File: src/hw/rtl/ps2a_pkg.sv
// Shared types, codes and key tables for the scancode set 1 to ASCII translator.
`default_nettype none

package ps2a_pkg;

    localparam int unsigned SCAN_W  = 8;
    localparam int unsigned CHAR_W  = 7;
    localparam int unsigned CODE_W  = 7;
    localparam int unsigned INDEX_W = 6;

    localparam logic [SCAN_W-1:0] PREFIX_BYTE = 8'hE0;
    localparam int unsigned       BREAK_BIT   = 7;
    localparam logic [CODE_W-1:0] LSHIFT_CODE = 7'h2A;
    localparam logic [CODE_W-1:0] RSHIFT_CODE = 7'h36;
    localparam logic [CODE_W-1:0] LCTRL_CODE  = 7'h1D;
    localparam logic [CODE_W-1:0] KEY_COUNT   = 7'd58;

    localparam logic [CHAR_W-1:0] CHAR_NONE    = 7'h00;
    localparam logic [CHAR_W-1:0] CHAR_LOWER_A = 7'h61;
    localparam logic [CHAR_W-1:0] CHAR_LOWER_Z = 7'h7A;
    localparam logic [CHAR_W-1:0] CHAR_UPPER_A = 7'h41;
    localparam logic [CHAR_W-1:0] CHAR_UPPER_Z = 7'h5A;
    localparam logic [CHAR_W-1:0] CTRL_LAST    = 7'h1A;

    typedef struct packed {
        logic shift;
        logic ctrl;
        logic ext;
    } ps2a_flags_t;

    typedef struct packed {
        logic              valid;
        logic [CHAR_W-1:0] ch;
    } ps2a_result_t;

    function automatic logic [CHAR_W-1:0] plain_char(input logic [INDEX_W-1:0] code);
        logic [CHAR_W-1:0] c;
        case (code)
            6'd1:  c = 7'd27;  6'd2:  c = 7'h31; 6'd3:  c = 7'h32; 6'd4:  c = 7'h33;
            6'd5:  c = 7'h34;  6'd6:  c = 7'h35; 6'd7:  c = 7'h36; 6'd8:  c = 7'h37;
            6'd9:  c = 7'h38;  6'd10: c = 7'h39; 6'd11: c = 7'h30; 6'd12: c = 7'h2D;
            6'd13: c = 7'h3D;  6'd14: c = 7'd8;  6'd15: c = 7'd9;  6'd16: c = 7'h71;
            6'd17: c = 7'h77;  6'd18: c = 7'h65; 6'd19: c = 7'h72; 6'd20: c = 7'h74;
            6'd21: c = 7'h79;  6'd22: c = 7'h75; 6'd23: c = 7'h69; 6'd24: c = 7'h6F;
            6'd25: c = 7'h70;  6'd26: c = 7'h5B; 6'd27: c = 7'h5D; 6'd28: c = 7'd10;
            6'd30: c = 7'h61;  6'd31: c = 7'h73; 6'd32: c = 7'h64; 6'd33: c = 7'h66;
            6'd34: c = 7'h67;  6'd35: c = 7'h68; 6'd36: c = 7'h6A; 6'd37: c = 7'h6B;
            6'd38: c = 7'h6C;  6'd39: c = 7'h3B; 6'd40: c = 7'd39; 6'd41: c = 7'h60;
            6'd43: c = 7'd92;  6'd44: c = 7'h7A; 6'd45: c = 7'h78; 6'd46: c = 7'h63;
            6'd47: c = 7'h76;  6'd48: c = 7'h62; 6'd49: c = 7'h6E; 6'd50: c = 7'h6D;
            6'd51: c = 7'h2C;  6'd52: c = 7'h2E; 6'd53: c = 7'h2F; 6'd55: c = 7'h2A;
            6'd57: c = 7'h20;
            default: c = CHAR_NONE;
        endcase
        return c;
    endfunction

    function automatic logic [CHAR_W-1:0] shifted_char(input logic [INDEX_W-1:0] code);
        logic [CHAR_W-1:0] c;
        case (code)
            6'd1:  c = 7'd27;  6'd2:  c = 7'h21; 6'd3:  c = 7'h40; 6'd4:  c = 7'h23;
            6'd5:  c = 7'h24;  6'd6:  c = 7'h25; 6'd7:  c = 7'h5E; 6'd8:  c = 7'h26;
            6'd9:  c = 7'h2A;  6'd10: c = 7'h28; 6'd11: c = 7'h29; 6'd12: c = 7'h5F;
            6'd13: c = 7'h2B;  6'd14: c = 7'd8;  6'd15: c = 7'd9;  6'd16: c = 7'h51;
            6'd17: c = 7'h57;  6'd18: c = 7'h45; 6'd19: c = 7'h52; 6'd20: c = 7'h54;
            6'd21: c = 7'h59;  6'd22: c = 7'h55; 6'd23: c = 7'h49; 6'd24: c = 7'h4F;
            6'd25: c = 7'h50;  6'd26: c = 7'h7B; 6'd27: c = 7'h7D; 6'd28: c = 7'd10;
            6'd30: c = 7'h41;  6'd31: c = 7'h53; 6'd32: c = 7'h44; 6'd33: c = 7'h46;
            6'd34: c = 7'h47;  6'd35: c = 7'h48; 6'd36: c = 7'h4A; 6'd37: c = 7'h4B;
            6'd38: c = 7'h4C;  6'd39: c = 7'h3A; 6'd40: c = 7'd34; 6'd41: c = 7'h7E;
            6'd43: c = 7'h7C;  6'd44: c = 7'h5A; 6'd45: c = 7'h58; 6'd46: c = 7'h43;
            6'd47: c = 7'h56;  6'd48: c = 7'h42; 6'd49: c = 7'h4E; 6'd50: c = 7'h4D;
            6'd51: c = 7'h3C;  6'd52: c = 7'h3E; 6'd53: c = 7'h3F; 6'd55: c = 7'h2A;
            6'd57: c = 7'h20;
            default: c = CHAR_NONE;
        endcase
        return c;
    endfunction

endpackage

`default_nettype wire

File: src/hw/rtl/ps2a_decode.sv
// Combinational decode of one scancode byte against the modifier flags.
`default_nettype none

module ps2a_decode (
    input  wire logic [ps2a_pkg::SCAN_W-1:0] scan_byte,
    input  wire ps2a_pkg::ps2a_flags_t       flags,
    output ps2a_pkg::ps2a_flags_t            flags_next,
    output ps2a_pkg::ps2a_result_t           result
);
    import ps2a_pkg::*;

    logic              released;
    logic [CODE_W-1:0] code;
    logic [CHAR_W-1:0] ch;

    assign released = scan_byte[BREAK_BIT];
    assign code     = scan_byte[CODE_W-1:0];
    assign ch       = flags.shift ? shifted_char(code[INDEX_W-1:0])
                                  : plain_char(code[INDEX_W-1:0]);

    always_comb begin
        flags_next   = flags;
        result.valid = 1'b0;
        result.ch    = ch;
        if (scan_byte == PREFIX_BYTE) begin
            flags_next.ext = 1'b1;
        end else if (flags.ext) begin
            flags_next.ext = 1'b0;
        end else if (code == LSHIFT_CODE || code == RSHIFT_CODE) begin
            flags_next.shift = ~released;
        end else if (code == LCTRL_CODE) begin
            flags_next.ctrl = ~released;
        end else if (!released && code < KEY_COUNT && ch != CHAR_NONE) begin
            if (!flags.ctrl) begin
                result.valid = 1'b1;
            end else if (ch inside {[CHAR_LOWER_A:CHAR_LOWER_Z]}) begin
                result.valid = 1'b1;
                result.ch    = ch - (CHAR_LOWER_A - 7'd1);
            end else if (ch inside {[CHAR_UPPER_A:CHAR_UPPER_Z]}) begin
                result.valid = 1'b1;
                result.ch    = ch - (CHAR_UPPER_A - 7'd1);
            end
        end
    end

endmodule

`default_nettype wire

File: src/hw/rtl/ps2_scancode_to_ascii.sv
// Top level: input register, modifier flags and result register of the translator.
//
//  channel | ports         | tdata (low bit up)              | per word
//  --------+---------------+---------------------------------+---------------------
//  input   | s_axis_*      | [7:0] scan_byte                 | one scancode byte
//  result  | m_axis_*      | [6:0] ascii_char, [7] zero      | zero or one per byte
//
// One word per cycle while the result register is free or drains: a byte is
// held in the input register, is decoded against the flags and lands in the
// result register as it advances. Reset clears the flags and both valid bits.
// A stalled result holds; the input register takes a word while it is empty
// or while the result register is free or drains.
`default_nettype none

module ps2_scancode_to_ascii (
    input  wire logic       aclk,
    input  wire logic       aresetn,
    input  wire logic       s_axis_tvalid,
    output logic            s_axis_tready,
    input  wire logic [7:0] s_axis_tdata,   // [7:0] scan_byte
    output logic            m_axis_tvalid,
    input  wire logic       m_axis_tready,
    output logic [7:0]      m_axis_tdata    // [6:0] ascii_char, [7] zero
);
    import ps2a_pkg::*;

    logic              in_valid_reg;
    logic [SCAN_W-1:0] byte_reg;
    ps2a_flags_t       flags_reg;
    ps2a_flags_t       flags_next;
    ps2a_result_t      dec_result;
    logic              out_valid_reg;
    logic [CHAR_W-1:0] char_reg;
    logic              advance;

    assign advance       = in_valid_reg && (!out_valid_reg || m_axis_tready);
    assign s_axis_tready = !in_valid_reg || advance;

    ps2a_decode u_decode (
        .scan_byte  (byte_reg),
        .flags      (flags_reg),
        .flags_next (flags_next),
        .result     (dec_result)
    );

    always_ff @(posedge aclk) begin
        if (!aresetn) begin
            in_valid_reg  <= 1'b0;
            out_valid_reg <= 1'b0;
            flags_reg     <= '0;
        end else begin
            if (s_axis_tready) begin
                in_valid_reg <= s_axis_tvalid;
            end
            if (advance) begin
                flags_reg     <= flags_next;
                out_valid_reg <= dec_result.valid;
            end else if (m_axis_tready) begin
                out_valid_reg <= 1'b0;
            end
        end
    end

    always_ff @(posedge aclk) begin
        if (s_axis_tready && s_axis_tvalid) begin
            byte_reg <= s_axis_tdata;
        end
        if (advance && dec_result.valid) begin
            char_reg <= dec_result.ch;
        end
    end

    assign m_axis_tvalid = out_valid_reg;
    assign m_axis_tdata  = {1'b0, char_reg};

`ifndef SYNTHESIS
    a_prefix_arms: assert property (@(posedge aclk) disable iff (!aresetn)
        advance && byte_reg == PREFIX_BYTE |=> flags_reg.ext && !m_axis_tvalid)
        else $error("prefix byte did not arm the extended flag");

    a_prefix_swallows: assert property (@(posedge aclk) disable iff (!aresetn)
        advance && flags_reg.ext && byte_reg != PREFIX_BYTE |=> !flags_reg.ext && !m_axis_tvalid)
        else $error("byte after prefix was not swallowed");

    a_ctrl_letter: assert property (@(posedge aclk) disable iff (!aresetn)
        advance && flags_reg.ctrl && dec_result.valid
        |=> m_axis_tdata != 8'd0 && m_axis_tdata <= {1'b0, CTRL_LAST})
        else $error("ctrl result outside control letter range");

    a_no_stall_loss: assert property (@(posedge aclk) disable iff (!aresetn)
        out_valid_reg && !m_axis_tready |=> out_valid_reg && $stable(char_reg))
        else $error("stalled result lost by the result register");
`endif

endmodule

`default_nettype wire
File: config.mk
export PLATFORM = sky130hd
export DESIGN_NAME = ps2_scancode_to_ascii
export DESIGN_NICKNAME = d
export VERILOG_FILES = /design/src/hw/rtl/ps2a_pkg.sv /design/src/hw/rtl/ps2a_decode.sv /design/src/hw/rtl/ps2_scancode_to_ascii.sv
export SDC_FILE = /design/constraint.sdc
export NUM_CORES = 1
export LEC_CHECK = 0
export BUFFER_PORTS_ARGS = -buffer_cell sky130_fd_sc_hd__clkbuf_2
export CAP_MARGIN = 20
export CELL_PAD_IN_SITES_DETAIL_PLACEMENT = 0
export CELL_PAD_IN_SITES_GLOBAL_PLACEMENT = 1
export CORE_MARGIN = 1
export CORE_UTILIZATION = 46
export CTS_CLUSTER_DIAMETER = 120
export DETAILED_ROUTE_END_ITERATION = 16
export GPL_TIMING_DRIVEN = 0
export PLACE_DENSITY = 0.81
export SYNTH_ARGS = -nofsm -noshare
export SYNTH_HDL_FRONTEND = slang
export SYNTH_SLANG_ARGS = --single-unit
File: constraint.sdc
create_clock -name aclk -period 3.9 [get_ports aclk]
set_clock_uncertainty 0.2 [all_clocks]
set_input_delay 0.585 -clock aclk [delete_from_list [all_inputs] [get_ports aclk]]
set_output_delay 0.585 -clock aclk [all_outputs]
set_load 0.1 [all_outputs]
==> results by group, run 1 <==
Die
  – Row cnt: 28
  – CORE AREA: 5920 um2
  – Die span in x: 80.6 um
  – Initial Util: 48.0%
  – IO Count: 22
  – Die area: 6490 um2
  – Die height: 80.6 um

STA
  – Highest clock rate: 306 MHz
  – Fin crit share: 83.8%
  – Final Max Slew Viols: 0
  – Setup TNS: 0 ns
  – Final Hold Slack: 0.267 ns
  – Final setup fails: 0
  – Worst Tran Pin Value: 0.876 ns
  – Hold Fails Final Rpt: 0
  – Worst slew margin: 41.3%
  – RSZ-0062 raised after global routing: no
  – Final min period: 3.27 ns

Clock tree
  – Hold_buf cts: 0
  – CTS tree: yes
  – Worst-Skew Late Latency: 0.29 ns
  – H-tree levels: 2
  – TritonCTS Buffers: 5
  – Post-CTS Resized: 0
  – # Post-CTS Setup Buffers: 0
  – Reg clk slew, reported paths: 0.08 ns
  – Clk sinks: 34
  – Clock Path Buffers: 2
  – Root Buffer: clkbuf_8

Worst setup path
  – CP Data Required Time: 3.61 ns
  – Crit path kind: flop to flop
  – Startpoint types: flop
  – Crit-path max FO: 10
  – Worst setup EP type: flop
  – Arrival @ worst endpoint: 2.98 ns

Final layout
  – Reg area: 831 um2
  – Final core occ: 52.6%
  – Post-Layout Inst Area: 3120 um2
  – Commonest non-fill, non-tap cells in the layout: nor2_1 (32), nand2_1 (29), clkbuf_2 (20)
  – Area of the multi-input gates: 1850 um2
  – Share of cells above drive strength 1: 16.5%
  – Layout Nets: 388
  – Commonest non-fill, non-tap cell in the layout: nor2_1
  – # fillers: 588
  – Inserted Diodes: 0
  – Syn-to-layout area delta: 9.69%

Global routing
  – Number of global-route vias before repair: 2,728
  – Antenna violations before repair: 0
  – First-pass GRT wire length: 13.2 mm
  – Largest net degree at the start of global routing: 15
  – GR Overflow Total: 0
  – Total GRT Usage: 26.5%

Yosys
  – Ys Warns: 0
  – Mapped Area: 2840 um2
  – Post-synthesis register bit count: 34
  – Syn_area_per_cell: 8.45 um2
  – Synth Flop Type: dfxtp_1
  – Gate Count Post-Synth: 336
  – Synth unique cells: 68
  – Sequential share of the synthesized area: 29.3%
  – EDFF count, synth: 15
  – Post-synth ARST share: 0%
  – Net Count, Synth: 361

Routing
  – Initial drt markers: 318
  – WL final: 7.98 mm
  – Vias/cell: 6.48
  – Drt drc: 0
  – Post-route ant nets: 0
  – DR WL/cell: 18.2 um
  – Drt pass-1 iters: 5
  – Via Count: 2,846

Placed design
  – Buffers on Ports: 20
  – GP Congestion: 0.955
  – Post-DP Area: 3030 um2
  – Post-DP HPWL: 5.90 mm

Outcome
  – Status: finished, final reports clean

Power and ir drop
  – Maximum VDD drop: 0.147 mV
  – Leakage: 1.20 nW
  – Power per standard cell area: 331 nW/um2

Min path
  – Hold crit path type: primary input to flop

Flow run
  – # Max-Cap Violations: 0
[metrics by stage]
step           total power [mW]  setup WS (ns)  std cells
3_3_place_gp              0.781          0.439        431
5_1_grt                    1.09          0.450        439
3_5_place_dp              0.779          0.491        431
4_1_cts                    1.03          0.627        439
6_report                   1.03          0.633        439
2_1_floorplan             0.693          0.419        336
[power breakdown]
| part | internal [mW] | switching [mW] | total, mW |
|---|---|---|---|
| sequential | 0.411 | 0.0309 | 0.442 |
| combinational | 0.125 | 0.216 | 0.342 |
| clock | 0.123 | 0.124 | 0.247 |
[path summary, 6_finish.rpt]
| path | slack [ns] | depth (start not counted) | to | start |
|---|---|---|---|---|
| max | 0.63 | 8 | char_reg[3] | flags_reg[2] |
| min | 0.27 | 1 | byte_reg[7] | s_axis_tdata[7] |
| max reg2reg | 0.63 | 8 | char_reg[3] | flags_reg[2] |
| min reg2reg | 0.34 | 2 | flags_reg[0] | flags_reg[0] |
[area by class of cell]
class	instances	share of cell area, %
Buffer	20	3.41
Clock buffer	6	2.33
Clock inverter	2	0.281
Inverter	15	1.81
Multi-Input combinational cell	267	59.3
Sequential cell	34	26.7
Tap cell	75	3.01
Timing Repair Buffer	20	3.21
[metal layers]
layer / GRT usage [%] / vias up / part of all wire (%)
li1: - / 1347 / -
met1: 33.4 / 1324 / 43
met2: 42.6 / 143 / 46
met3: 4.89 / 32 / 7.2
met4: 13.8 / 0 / 3.1
met5: 0 / - / 0
[cells in the mapped netlist, types with 3 or more instances]
master	number	area share (%)
a2111oi_0	3	0.93
a211oi_1	8	2.1
a21o_1	5	1.3
a21oi_1	18	3.2
a221oi_1	6	1.9
a22oi_1	3	0.79
a31oi_1	6	1.3
and3b_1	3	0.93
buf_2	10	1.8
buf_4	3	0.79
clkbuf_1	6	0.79
dfxtp_1	19	13
edfxtp_1	15	16
ha_1	13	5.7
inv_1	12	1.6
inv_2	3	0.40
mux2_2	7	2.8
mux2i_1	6	2.1
nand2_1	29	3.8
nand2b_1	7	1.5
nand3_1	5	0.88
nand3b_1	4	1.1
nand4b_1	5	1.5
nor2_1	32	4.2
nor2b_1	5	1.1
nor3_1	9	1.6
nor3b_1	4	1.1
o211a_1	3	1.1
o211ai_1	9	2.4
o21ai_0	14	2.5
o21bai_1	3	0.79
o221ai_1	7	2.2
o22ai_1	3	0.66
o31ai_1	4	1.1
xnor2_1	3	0.93
[critical path: stages, from the launching register on]
cell	delay, ns
dfxtp_1	0.39
buf_2	0.23
buf_2	0.26
mux2i_1	0.38
inv_1	0.08
ha_1	0.25
or3b_2	0.22
o221ai_2	0.15
a31oi_1	0.72
[cell families after synthesis]
logic type / synth area share, %
simple gates: 22.1
compound gates: 31.2
buf+inv: 5.73
flops: 29.3
fa+ha+maj: 5.73
mux: 4.89
xor+xnor: 0.925
other cells: 0.132
(Power assumes the default switching activity.)
==> run 2: changes to the inputs <==
==> constraint.sdc (replaced) <==
create_clock -name aclk -period 3.4 [get_ports aclk]
set_clock_uncertainty 0.2 [all_clocks]
set_input_delay 0.51 -clock aclk [delete_from_list [all_inputs] [get_ports aclk]]
set_output_delay 0.51 -clock aclk [all_outputs]
set_load 0.1 [all_outputs]
==> results by group, run 2 (synthesized netlist as in run 1, its figures left out) <==
Outcome
  – Status: finished, final reports clean

Placed design
  – Buffers on Ports: 20 (unchanged)
  – Pre-CTS setup slack: 0.0663 ns (-0.424 ns)
  – GP Congestion: 0.948 (-0.81%)
  – Post-DP HPWL: 5.97 mm (+1.2%)

Routing
  – Drt drc: 0 (unchanged)
  – DR WL/cell: 18.3 um (+0.74%)
  – Vias/cell: 6.49 (about the same)
  – Via Count: 2,848 (+0.070%)
  – Initial drt markers: 231 (-27%)
  – Post-route ant nets: 0 (unchanged)
  – Drt pass-1 iters: 7 (+2)
  – WL final: 8.04 mm (+0.74%)

STA
  – RSZ-0062 raised after global routing: no
  – Setup TNS: 0 ns (unchanged)
  – Worst Tran Pin Value: 0.605 ns (-0.271 ns)
  – Final setup fails: 0 (unchanged)
  – Fin crit share: 92.8% (+9.1 points)
  – Highest clock rate: 317 MHz (+3.5%)
  – Final Max Slew Viols: 0 (unchanged)
  – Hold Fails Final Rpt: 0 (unchanged)
  – Final worst setup slack: 0.244 ns (-0.389 ns)
  – Final min period: 3.16 ns (-0.111 ns)
  – Worst slew margin: 59.7% (+18 points)

Worst setup path
  – Crit-path max FO: 9 (-1)
  – CP most frequent cell: inv_1
  – Crit path max-delay family: compound AO/OA/AOI/OAI gates
  – CP bufs+invs: 3 (unchanged)
  – Cells along the critical path: and3b_1 -> inv_2 -> nand2_1 -> a21o_1 -> inv_1 -> ha_1 -> inv_1 -> a221oi_1 -> a2bb2oi_1 -> o211ai_1 -> o221ai_1
  – Stages on the worst setup path: 11 (+3)
  – Startpoint types: flop
  – Reg2reg start: in_valid_reg
  – CP Data Required Time: 3.34 ns (-0.27 ns)
  – CP max stage delay: 0.38 ns (-0.34 ns)
  – Arrival @ worst endpoint: 3.10 ns (+0.12 ns)
  – Reg2reg path depth: 11 (+3)
  – Worst setup EP type: flop
  – Crit path kind: flop to flop
  – R2r setup slk: 0.24 ns (-0.39 ns)
  – Slowest CP cell: dfxtp_1

Min path
  – Hold EP: byte_reg[7]
  – Worst Hold Depth: 1 (unchanged)
  – Min-delay src: s_axis_tdata[7]
  – Hold crit path type: primary input to flop

Global routing
  – Grt met1 use: 35.8% (+2.4 points)
  – Routing usage on met3: 3.18% (-1.7 points)
  – M2 GR Usage: 42.8% (+0.17 points)
  – First-pass GRT wire length: 13.4 mm (+2.0%)
  – Total GRT Usage: 27.0% (+0.46 points)
  – Number of global-route vias before repair: 2,748 (+0.73%)
  – Largest net degree at the start of global routing: 15 (unchanged)
  – GR Overflow Total: 0 (unchanged)
  – Most Crowded Layer GR: met2
  – Antenna violations before repair: 0 (unchanged)

Die
  – Row cnt: 28 (unchanged)
  – Die height: 80.6 um (unchanged)
  – Die area: 6490 um2 (unchanged)
  – Die span in x: 80.6 um (unchanged)
  – Initial Util: 48.0% (unchanged)
  – CORE AREA: 5920 um2 (unchanged)
  – IO Count: 22 (unchanged)

Clock tree
  – # Post-CTS Setup Buffers: 0 (unchanged)
  – Clk sinks: 34 (unchanged)
  – H-tree levels: 2 (unchanged)
  – Root Buffer: clkbuf_8
  – CTS tree: yes
  – Clock Path Buffers: 2 (unchanged)
  – Worst-Skew Late Latency: 0.29 ns (about the same)
  – TritonCTS Buffers: 5 (unchanged)
  – Reg clk slew, reported paths: 0.08 ns (about the same)

Final layout
  – Commonest non-fill, non-tap cells in the layout: nor2_1 (32), nand2_1 (29), clkbuf_2 (20)
  – # fillers: 576 (-2.0%)
  – Commonest non-fill, non-tap cell in the layout: nor2_1
  – Layout Nets: 388 (unchanged)
  – Share of cells above drive strength 1: 17.3% (+0.82 points)
  – Inserted Diodes: 0 (unchanged)
  – Syn-to-layout area delta: 10.0%

Flow run
  – # Max-Cap Violations: 0 (unchanged)

Power and ir drop
  – Power per standard cell area: 382 nW/um2 (+16%)
  – Leakage: 1.20 nW (+0.34%)
  – Maximum VDD drop: 0.169 mV (+15%)
  – Tot Pwr: 1.19 mW (+16%)
run 2: per-stage QoR:
step	instances	hold WS [ns]	util [%]	area [um2]
final	439	0.195	52.8	3130
after global routing	439	0.183	52.8	3130
after CTS	439	0.186	52.7	3120
after detailed placement	431	0.333	51.3	3040
after global placement	431	0.325	51.3	3040
after floorplan	336	0.300	-	2840
run 2: where the power goes:
group | internal (mW) | switching, mW
clock network | 0.141 | 0.155
logic | 0.144 | 0.248
registers | 0.471 | 0.0353
run 2: worst reg2reg max path, stage by stage, from the launching register on:
cell and delay, ns:
dfxtp_1 0.38, and3b_1 0.23, inv_2 0.14, nand2_1 0.19, a21o_1 0.35, inv_1 0.27, ha_1 0.35, inv_1 0.17
a221oi_1 0.29, a2bb2oi_1 0.10, o211ai_1 0.19, o221ai_1 0.17
run 2: per-layer routing:
metal	vias up	share of wire [%]
met5	-	0
li1	1345	-
met4	0	2.9
met3	26	6.2
met1	1356	46
met2	121	45
run 2: layout make-up:
cell class | instances | area, um2 | area share (%)
clock inverters | 3 | 15.0 | 0.480
well taps | 75 | 93.8 | 3.00
multi-input cells | 267 | 1850 | 59.3
inverters | 15 | 56.3 | 1.80
clock buffers | 5 | 68.8 | 2.20
flip-flops and latches | 34 | 832 | 26.6
plain buffers | 20 | 106 | 3.40
repair buffers | 20 | 100 | 3.20
run 2: how the worst max path moves through the flow:
stage	from	endpoint	slack (ns)
after floorplan	m_axis_tvalid	flop	0.19
after global placement	m_axis_tready	flop	0.007
after detailed placement	m_axis_tready	flop	0.07
after CTS	flags_reg[2]	char_reg[3]	0.16
after global routing	in_valid_reg	flop	0.08
final	in_valid_reg	flop	0.24
run 2: what timing repair did:
action                     4_1_cts  5_1_grt
setup endpoints to repair        0        7
hold buffers                     0        0
resized for setup                0        1
